==> config.mk <==
export PLATFORM = sky130hd
export DESIGN_NAME = scaled_level_two_digit_display
export DESIGN_NICKNAME = d
export VERILOG_FILES = /design/src/rtl/sld_pkg.sv /design/src/rtl/sld_step.sv /design/src/rtl/scaled_level_two_digit_display.sv
export SDC_FILE = /design/constraint.sdc
export NUM_CORES = 1
export LEC_CHECK = 0
export BUFFER_PORTS_ARGS = -buffer_cell sky130_fd_sc_hd__buf_2
export CAP_MARGIN = 40
export CORE_ASPECT_RATIO = 0.7
export CORE_MARGIN = 4
export CORE_UTILIZATION = 40
export CTS_CLUSTER_SIZE = 25
export DETAILED_ROUTE_END_ITERATION = 10
export PLACE_DENSITY = 0.67
export SYNTH_ARGS = -nofsm -noshare
export SYNTH_HDL_FRONTEND = slang
export SYNTH_HIERARCHICAL = 1
export SYNTH_SLANG_ARGS = --single-unit
==> constraint.sdc <==
create_clock -name clk_i -period 6.4 [get_ports clk_i]
set_input_delay 0.32 -clock clk_i [delete_from_list [all_inputs] [get_ports clk_i]]
set_output_delay 0.32 -clock clk_i [all_outputs]
set_load 0.02 [all_outputs]
==> src/rtl/sld_pkg.sv <==
// Shared types, constants and helper functions for the scaled level display.
// No dependencies; imported by sld_step, scaled_level_two_digit_display and the testbench.
package sld_pkg;

  localparam int unsigned SampleW = 10;
  localparam int unsigned LevelW  = 7;
  localparam int unsigned TickW   = 4;
  localparam int unsigned TpsW    = 5;
  localparam int unsigned CfgW    = 7;
  localparam int unsigned SegW    = 7;

  localparam logic [LevelW-1:0] LevelMax   = 7'd99;
  localparam logic [TpsW-1:0]   TpsReset   = 5'd8;
  localparam logic [LevelW-1:0] ScaleReset = 7'd70;
  localparam logic [16:0]       AdcHalf    = 17'd511;

  typedef enum logic [0:0] {
    REG_TICKS_PER_SAMPLE = 1'b0,
    REG_SCALE_TOP        = 1'b1
  } cfg_reg_e;

  typedef struct packed {
    logic [LevelW-1:0] level;
    logic [TickW-1:0]  tick;
    logic              phase;
  } sld_state_t;

  typedef struct packed {
    logic [TpsW-1:0]   ticks_per_sample;
    logic [LevelW-1:0] scale_top;
  } sld_cfg_t;

  typedef struct packed {
    logic [SegW-1:0]   segments;
    logic              high_digit_on;
    logic              low_digit_on;
    logic              start_conversion;
    logic              level_updated;
    logic [LevelW-1:0] new_level;
  } sld_result_t;

  // Segment pattern for one BCD digit, bit0 = a ... bit6 = g.
  function automatic logic [SegW-1:0] seg_code(input logic [3:0] digit);
    logic [SegW-1:0] code;
    case (digit)
      4'd0:    code = 7'h3F;
      4'd1:    code = 7'h06;
      4'd2:    code = 7'h5B;
      4'd3:    code = 7'h4F;
      4'd4:    code = 7'h66;
      4'd5:    code = 7'h6D;
      4'd6:    code = 7'h7D;
      4'd7:    code = 7'h07;
      4'd8:    code = 7'h7F;
      4'd9:    code = 7'h67;
      default: code = 7'h00;
    endcase
    return code;
  endfunction

  // Tens digit of a value 0..99: multiply by 205/2048.
  function automatic logic [3:0] tens_of(input logic [LevelW-1:0] lvl);
    logic [14:0] prod;
    prod = 15'(lvl) * 15'd205;
    return prod[14:11];
  endfunction

endpackage

==> src/rtl/sld_step.sv <==
// One refresh tick of the scaled level display: digit drive, counter, rescale.
// Depends on sld_pkg for state, config and result types.
module sld_step (
  input  sld_pkg::sld_state_t            state_i,
  input  sld_pkg::sld_cfg_t              cfg_i,
  input  logic [sld_pkg::SampleW-1:0]    adc_sample_i,
  output sld_pkg::sld_state_t            state_d_o,
  output sld_pkg::sld_result_t           result_o
);
  import sld_pkg::*;

  logic [LevelW-1:0] lvl;
  logic [3:0]        tens;
  logic [LevelW-1:0] units_wide;
  logic [3:0]        digit;
  logic [TpsW-1:0]   tick_next;
  logic              fire;
  logic [16:0]       prod;
  logic [16:0]       biased;
  logic [17:0]       div_sum;
  logic [7:0]        quot;
  logic [LevelW-1:0] scaled;

  always_comb begin
    lvl        = (state_i.level > LevelMax) ? LevelMax : state_i.level;
    tens       = tens_of(lvl);
    units_wide = lvl - LevelW'(tens) * 7'd10;
    digit      = state_i.phase ? units_wide[3:0] : tens;

    // Divide by 1023 as (x + x/1024 + 1) / 1024; exact for every 17-bit x here.
    prod    = 17'(adc_sample_i) * 17'(cfg_i.scale_top);
    biased  = prod + AdcHalf;
    div_sum = 18'(biased) + 18'(biased[16:10]) + 18'd1;
    quot    = div_sum[17:10];
    scaled  = (quot > 8'(LevelMax)) ? LevelMax : quot[LevelW-1:0];

    tick_next = TpsW'(state_i.tick) + 5'd1;
    fire      = (tick_next == cfg_i.ticks_per_sample);

    state_d_o.phase = ~state_i.phase;
    state_d_o.tick  = fire ? '0 : tick_next[TickW-1:0];
    state_d_o.level = fire ? scaled : state_i.level;

    result_o.segments         = seg_code(digit);
    result_o.high_digit_on    = ~state_i.phase;
    result_o.low_digit_on     = state_i.phase;
    result_o.start_conversion = fire;
    result_o.level_updated    = fire;
    result_o.new_level        = state_d_o.level;
  end

endmodule

==> src/rtl/scaled_level_two_digit_display.sv <==
// Top level of the scaled level two-digit display: handshakes, state, config.
// Depends on sld_pkg and sld_step.
//
//  Channel | Direction | Handshake             | Payload
//  --------+-----------+-----------------------+-------------------------------------
//  in      | input     | in_valid_i/in_stall_o | adc_sample_i
//  out     | output    | out_valid_o/out_stall_i | segments_o, high/low_digit_on_o,
//          |           |                       | start_conversion_o, level_updated_o,
//          |           |                       | new_level_o
//  cfg     | input     | cfg_we_i              | cfg_idx_i, cfg_data_i
//
// One tick per cycle sustained while the output does not stall; an input beat reaches
// the result beat through the input register, then the tick step into the result register.
// The step reads and writes the level, counter and digit phase in the same cycle,
// so consecutive ticks follow back to back.
// Reset clears the state: level 0, counter 0, tens digit first, registers 8 and 70.
// A stall on the output holds the result; the input register then holds too and
// in_stall_o rises only while it is full and cannot drain.
module scaled_level_two_digit_display (
  input  logic                          clk_i,
  input  logic                          rst_ni,
  input  logic                          in_valid_i,
  output logic                          in_stall_o,
  input  logic [sld_pkg::SampleW-1:0]   adc_sample_i,
  output logic                          out_valid_o,
  input  logic                          out_stall_i,
  output logic [sld_pkg::SegW-1:0]      segments_o,
  output logic                          high_digit_on_o,
  output logic                          low_digit_on_o,
  output logic                          start_conversion_o,
  output logic                          level_updated_o,
  output logic [sld_pkg::LevelW-1:0]    new_level_o,
  input  logic                          cfg_we_i,
  input  sld_pkg::cfg_reg_e             cfg_idx_i,
  input  logic [sld_pkg::CfgW-1:0]      cfg_data_i
);
  import sld_pkg::*;

  // Input stage: holds one accepted beat.
  logic               s1_valid_q;
  logic [SampleW-1:0] s1_sample_q;

  // Result stage.
  logic               out_valid_q;
  sld_result_t        result_q;

  // Tick state and configuration.
  sld_state_t         state_q, state_d;
  sld_cfg_t           cfg_q;
  sld_result_t        result_d;

  logic               out_free;
  logic               s1_advance;
  logic               in_accept;

  assign out_free   = ~out_valid_q | ~out_stall_i;
  assign s1_advance = s1_valid_q & out_free;
  // Input stage can take a beat when empty or draining this cycle.
  assign in_stall_o = s1_valid_q & ~out_free;
  assign in_accept  = in_valid_i & ~in_stall_o;

  sld_step u_step (
    .state_i      (state_q),
    .cfg_i        (cfg_q),
    .adc_sample_i (s1_sample_q),
    .state_d_o    (state_d),
    .result_o     (result_d)
  );

  always_ff @(posedge clk_i or negedge rst_ni) begin
    if (!rst_ni) begin
      s1_valid_q  <= 1'b0;
      out_valid_q <= 1'b0;
      state_q     <= '0;
      cfg_q.ticks_per_sample <= TpsReset;
      cfg_q.scale_top        <= ScaleReset;
    end else begin
      // Advance the input stage.
      if (in_accept) begin
        s1_valid_q <= 1'b1;
      end else if (s1_advance) begin
        s1_valid_q <= 1'b0;
      end
      // Advance the result stage.
      if (s1_advance) begin
        out_valid_q <= 1'b1;
      end else if (!out_stall_i) begin
        out_valid_q <= 1'b0;
      end
      // Commit the tick state only when its result moves on.
      if (s1_advance) begin
        state_q <= state_d;
      end
      if (cfg_we_i) begin
        case (cfg_idx_i)
          REG_TICKS_PER_SAMPLE: cfg_q.ticks_per_sample <= cfg_data_i[TpsW-1:0];
          REG_SCALE_TOP:        cfg_q.scale_top        <= cfg_data_i[LevelW-1:0];
          default: ;
        endcase
      end
    end
  end

  // Payload registers: no reset needed.
  always_ff @(posedge clk_i) begin
    if (in_accept) begin
      s1_sample_q <= adc_sample_i;
    end
    if (s1_advance) begin
      result_q <= result_d;
    end
  end

  assign out_valid_o        = out_valid_q;
  assign segments_o         = result_q.segments;
  assign high_digit_on_o    = result_q.high_digit_on;
  assign low_digit_on_o     = result_q.low_digit_on;
  assign start_conversion_o = result_q.start_conversion;
  assign level_updated_o    = result_q.level_updated;
  assign new_level_o        = result_q.new_level;

  // Exactly one digit is enabled on every result beat.
  a_one_digit: assert property (@(posedge clk_i) disable iff (!rst_ni)
    out_valid_q |-> (result_q.high_digit_on != result_q.low_digit_on))
    else $error("digit enables not exclusive");

  // Stored level stays in the display range.
  a_level_range: assert property (@(posedge clk_i) disable iff (!rst_ni)
    state_q.level <= LevelMax)
    else $error("stored level out of range");

  // Each tick that moves on flips the digit phase.
  a_phase_toggle: assert property (@(posedge clk_i) disable iff (!rst_ni)
    s1_advance |=> (state_q.phase != $past(state_q.phase)))
    else $error("digit phase did not toggle");

  // The input side stalls only when its stage is full and blocked.
  a_stall_cause: assert property (@(posedge clk_i) disable iff (!rst_ni)
    in_stall_o |-> (s1_valid_q && out_valid_q && out_stall_i))
    else $error("spurious input stall");

  // A level update always comes with a conversion request and a counter restart.
  a_fire_restart: assert property (@(posedge clk_i) disable iff (!rst_ni)
    (s1_advance && result_d.level_updated) |=>
      (state_q.tick == '0 && result_q.start_conversion))
    else $error("update without counter restart");

endmodule

### Word level (Yosys, flattened, before mapping)

Memories as Yosys holds them, arrays and structs flattened. A register that Yosys moved wholly into a read port is not among the register bits.
Cells that the tools add are included.

| word-level totals | value |
|---|---|
| register bits after elaboration | 46 |
| bits in latches | 0 |
| memory bits (writable) | 0 |
| bits in read-only memories | 112 |
| input port bits | 23 |
| memories kept | 1 |

| operators by class | value |
|---|---|
| add/sub/neg operators | 5 |
| $mul | 3 |
| div/mod/pow operators | 0 |
| order comparisons | 2 |
| equal/unequal tests | 2 |
| shift operators | 0 |
| multiplexer cells | 9 |
| bitwise gates (word level) | 10 |
| reductions and logical operators | 3 |

Memories:

| memory | depth | bits a word | rd ports | clocked after memory_dff | write ports | line | RTL |
|---|---|---|---|---|---|---|---|
| (no name shown) | 16 | 7 | 1 | 1 | 0 | sld_pkg.sv:45 | `case (digit)` |

Operator list:

| cell | count |
|---|---|
| 2-to-1 mux 7 bit | 3 |
| adder 17 x 7 -> 18 bit | 1 |
| adder 18 x 1 -> 18 bit (second input constant) | 1 |
| adder 17 x 9 -> 17 bit (second input constant) | 1 |
| multiplier 10 x 7 -> 17 bit | 1 |
| multiplier 7 x 8 -> 15 bit (second input constant) | 1 |
| > comparator 8 x 7 -> 1 bit (second input constant) | 1 |
| 2-to-1 mux 4 bit | 2 |
| > comparator 7 bit (second input constant) | 1 |
| NOT 1 bit | 6 |
| adder 4 x 1 -> 5 bit (second input constant) | 1 |
| == test 5 bit | 1 |
| multiplier 4 x 3 -> 3 bit (second input constant) | 1 |
| 2-to-1 mux 1 bit | 4 |
| AND reduction 2 bit | 2 |
| subtractor 4 bit | 1 |
| AND 1 bit | 3 |
| != test 2 x 1 -> 1 bit (second input constant) | 1 |
| nonzero test 2 bit | 1 |
| OR 1 bit | 1 |

### Logic depth before layout (Yosys ltp)

| logic depth | value |
|---|---|
| depth after elaboration | 7 |
| gate-level depth with buffers | 28 |

### Hierarchy

Netlist, hierarchy kept.

By module, submodules not included:

| module | instances | cells each | area an instance (sq um) | seq. area each (sq um) |
|---|---|---|---|---|
| sld_step | 1 | 510 | 4344.2 | 0.0 |
| scaled_level_two_digit_display | 1 | 87 | 1879.3 | 1496.4 |

### Worst setup path after synthesis

No wires, ideal clock.

| path | value |
|---|---|
| path kind | reg-to-reg |
| from | register cfg_q[6] in the netlist's numbering |
| to | register state_q[5] in the netlist's numbering |
| setup time | 0.125 ns |
| data arrival time | 6.467 ns |
| data required time | 6.275 ns |
| setup slack | -0.192 ns |
| stages on the path, launching flop included | 27 |
| path through | dfstp_2 clkbuf_1 and2_1 fa_1 fa_1 fa_1 inv_1 fa_1 inv_1 ha_1 and2_1 and4_1 a221oi_1 o21bai_1 a21oi_1 xor2_1 inv_1 ha_1 and4_1 o211ai_1 o31ai_2 a32oi_4 nor2_2 o32ai_2 a21oi_1 buf_4 mux2_4 |

RTL lines:

| what | line | RTL |
|---|---|---|
| from (decl) | scaled_level_two_digit_display.sv:49 | `sld_cfg_t cfg_q;` |
| to (signal assigned) | scaled_level_two_digit_display.sv:92 | `state_q <= state_d;` |
| to (decl) | scaled_level_two_digit_display.sv:48 | `sld_state_t state_q, state_d;` |

==> results.txt <==
The DRC violation total after the first TritonRoute iteration is 206, and the overall via count from detail_route is 4,501. The count of clock tree sinks was 54; the diode insertion count for antenna repair was 0. The number of different library cells used by synthesis comes to 71. The worst setup path is of the flop to flop kind. The most used flip-flop cell after synthesis is sky130_fd_sc_hd__edfxtp_1.

The headroom to the max-slew limit is 46.9%, and the total global routing overflow is 0. The required time reported for the critical path endpoint is 6.59 ns. After global routing, the most crowded layer is met2. Routability-driven placement finished with a final weighted congestion of 0.888. The total number of nets in the final design came out at 829. The number of placed instances, taps included, is 834.

The slew at the pin with the worst max-slew slack is 0.791 ns, and the maximum fanout encountered on the critical timing path is 6. The clock passes through at most 2 buffers. The run gives 0 as the post-detailed-route DRC marker count. The maximum number of pins on one net before global-route repair was 27; the upper clock frequency limit was 0.157 GHz. For the core footprint, the log shows 0.0150 mm². After detailed routing, the number of vias per cell comes to 5.19.

The x dimension of the die works out to 157 µm. Via count of the first global-routing pass: 4,697. The top cell type by area accounts for 17.4% of the synthesized area. For the summed instance area of the synthesized netlist, the log shows 0.00622 mm². CTS built an H-tree with a depth of 2.

The die covers 0.0177 mm². After the flow finishes, the layout carries non-filler instances totaling 867. For this design the top-level I/O count stands at 43. Global routing consumed, on the met1 layer, 22.2% of the routing resources. In the finished design, the share of the clock period the worst path needs comes to 99.8%. The count of buffers added on input and output ports is 42.

The run gives 5 as the total clock buffers created by CTS. Max-cap violations in this run came to 0. The final layout contains routed wiring with a total length of 13,600 µm. The effective utilization at floorplan was 41.6%. By area the synthesized netlist is led by sky130_fd_sc_hd__fa_1 17%, sky130_fd_sc_hd__ha_1 16%, sky130_fd_sc_hd__edfxtp_1 14%. Setup violations remaining at the end of the flow were counted as 0.

At the worst endpoint, the arrival time is 6.58 ns. The run finished with clean final reports. The worst register-to-register path begins at cfg_q[2]. In this run the remaining antenna-violating nets after routing total 0. Clock latency on the worst-skew pair, taken at its later pin, is 0.31 ns. Time the final worst path needs with I/O delays and setup: 6.39 ns.

The number of antenna violations at the first check in global routing is 0. The critical path launch point type is a flop. The cell type with the highest aggregate area in the netlist was sky130_fd_sc_hd__fa_1. The fraction of registers with async set or reset after synthesis was 48.1%; the number of flops mapped to enable cells by yosys was 28.

The area growth from synthesis to layout is 17.9%. The share of the Yosys chip area taken by registers is 24.0%. The tree is rooted in a sky130_fd_sc_hd__clkbuf_16. The tools report the number of endpoints with negative hold slack in the final report as 0.

Each instance of the synthesized netlist takes up on average 10.4 µm². The floorplan die height was 112 µm. The run gives 0 as the number of max-slew violations in the final report. Among all cell types in the netlist, the one instantiated most often is sky130_fd_sc_hd__inv_1. The worst min-delay path class is input port to asynchronous set/reset pin. Global routing used 24.5% of the available met2 tracks. In the global route stage, met3 resource usage came out at 1.58%. The placed wire-length estimate was 10,300 µm; the fraction of final layout cells sized beyond drive strength 1 was 29.2%. The run gives 37 as the number of rows in the core area. The run gives 0 as the quantity of hold-fixing buffers added after cts. Yosys printed 6 warnings.

TritonCTS built the clock tree. Clock skew on the completed layout was measured at 0.00875 ns. The number of nets produced by synthesis came out at 755. Setup repair after global routing could not meet its margin everywhere. The worst setup path is captured at a flop. The run gives 0.01 ns as the setup slack of the most critical reg-to-reg path.

Number of iterations in the first detailed-routing pass: 6. Overall track demand over capacity in global routing: 15.2%. Dividing the detail-routed wire length by the instance count gives 15.6 µm. Counting flops and latches in the post-synthesis netlist gives 54. The wire length of the first global-routing pass came out at 22,300 µm. Sorting the synthesized cells by how often they occur yields 93 x sky130_fd_sc_hd__inv_1, 81 x sky130_fd_sc_hd__ha_1, 58 x sky130_fd_sc_hd__and2_1. The worst register-to-register path ends at state_q[6]. The number of instances in the synthesized netlist is 597, and the depth of the worst register-to-register path is 27. After clock tree synthesis, the clock-pin slew on the worst setup and hold paths is 0.08 ns.
==> worst max-delay path, cell delays in order (launching register included) <==
cell and delay [ns]:
sky130_fd_sc_hd__dfstp_2 0.64, sky130_fd_sc_hd__buf_6 0.13, sky130_fd_sc_hd__buf_6 0.09, sky130_fd_sc_hd__nand2_2 0.04, sky130_fd_sc_hd__fa_2 0.51, sky130_fd_sc_hd__inv_1 0.06
sky130_fd_sc_hd__fa_2 0.36, sky130_fd_sc_hd__fa_1 0.55, sky130_fd_sc_hd__inv_2 0.04, sky130_fd_sc_hd__fa_1 0.49, sky130_fd_sc_hd__inv_2 0.05, sky130_fd_sc_hd__ha_4 0.23
sky130_fd_sc_hd__and2_4 0.17, sky130_fd_sc_hd__and4_4 0.16, sky130_fd_sc_hd__a221oi_4 0.27, sky130_fd_sc_hd__o21bai_1 0.09, sky130_fd_sc_hd__a21oi_1 0.19, sky130_fd_sc_hd__xor2_1 0.19
sky130_fd_sc_hd__inv_1 0.11, sky130_fd_sc_hd__ha_4 0.23, sky130_fd_sc_hd__and4_1 0.15, sky130_fd_sc_hd__o211ai_1 0.22, sky130_fd_sc_hd__o31ai_2 0.13, sky130_fd_sc_hd__a32oi_4 0.38
sky130_fd_sc_hd__nor2_4 0.10, sky130_fd_sc_hd__o32ai_4 0.31, sky130_fd_sc_hd__a21oi_2 0.11, sky130_fd_sc_hd__mux2_4 0.26
==> per-stage QoR <==
step,TNS (ns),utilization [%],cell area (µm²),hold WS [ns],worst slack (ns)
CTS,0,47.1,7040,0.0340,0.00865
global route,-2.08,49.1,7340,0.0678,-0.279
floorplan,0,-,6240,0.0244,0.0165
finish,0,49.1,7340,0.0158,0.0109
global placement,0,44.9,6710,0.367,0.0187
detailed placement,-1.37,45.1,6740,0.369,-0.201
==> area by class of cell <==
type	instances	area (µm²)
Inverter	94	353
Sequential cell	54	1500
Tap cell	195	244
Timing Repair Buffer	88	588
Clock buffer	7	164
Fill cell	1331	7620
Clock inverter	1	8.76
Multi-Input combinational cell	428	4480
==> repair_timing <==
action / in CTS / in global routing
pin swaps: 7 / 55
setup endpoints to repair: 14 / 18
resized for setup: 8 / 48
setup buffers: 11 / 14
==> per-layer routing <==
metal | up-vias | wire length (µm)
met1 | 2247 | 6550
met2 | 108 | 6350
li1 | 2129 | -
met5 | - | 0
met4 | 0 | 176
met3 | 17 | 479
==> worst max path at each step <==
stage / end / slack (ns) / from
detailed placement: state_q[6] / -0.20 / s1_sample_q[4]
global route: state_q[6] / -0.28 / cfg_q[2]
CTS: state_q[6] / 0.009 / cfg_q[6]
global placement: state_q[5] / 0.02 / s1_sample_q[4]
finish: state_q[6] / 0.01 / cfg_q[2]
floorplan: state_q[5] / 0.02 / cfg_q[2]
==> layout by cell type, fill, tap and decap left out, drive strengths merged, types with 5 or more instances in the layout <==
cell    Yosys  routed
fa         54      54
edfxtp     28      28
o211ai      5       5
dfrtp      22      22
a21oi      21      21
xor2        9       9
clkbuf      6       7
nand2b      6       6
inv        94      95
nand2      34      34
and2       59      59
nor2       20      20
xnor2      19      19
mux2i      13      13
mux2       27      27
buf        15      88
ha         81      81
o21ai      16      16
nand3       6       6
==> cell families after synthesis <==
logic type,after synthesis,share of synthesized area (%)
xor gates and xnor gates,28,3.94
adders and majority gates,135,33.7
muxes,40,7.72
buffers and inverters,115,7.92
and+or+nand+nor,151,13.3
DFF,54,24.0
AOI/OAI and AO/OA,74,9.45
==> registers in the layout, summed over array words and instances, names as in the netlist <==
signal	cells
out_valid_o	1
segments_o	7
level_updated_o	1
new_level_o	7
s1_sample_q	10
start_conversion_o	1
cfg_q	12
s1_valid_q	1
low_digit_on_o	1
high_digit_on_o	1
state_q	12
Power is left out: the tool's default activity adds up to more than one toggle a clock period on the data nets, which glitch-free logic cannot reach.
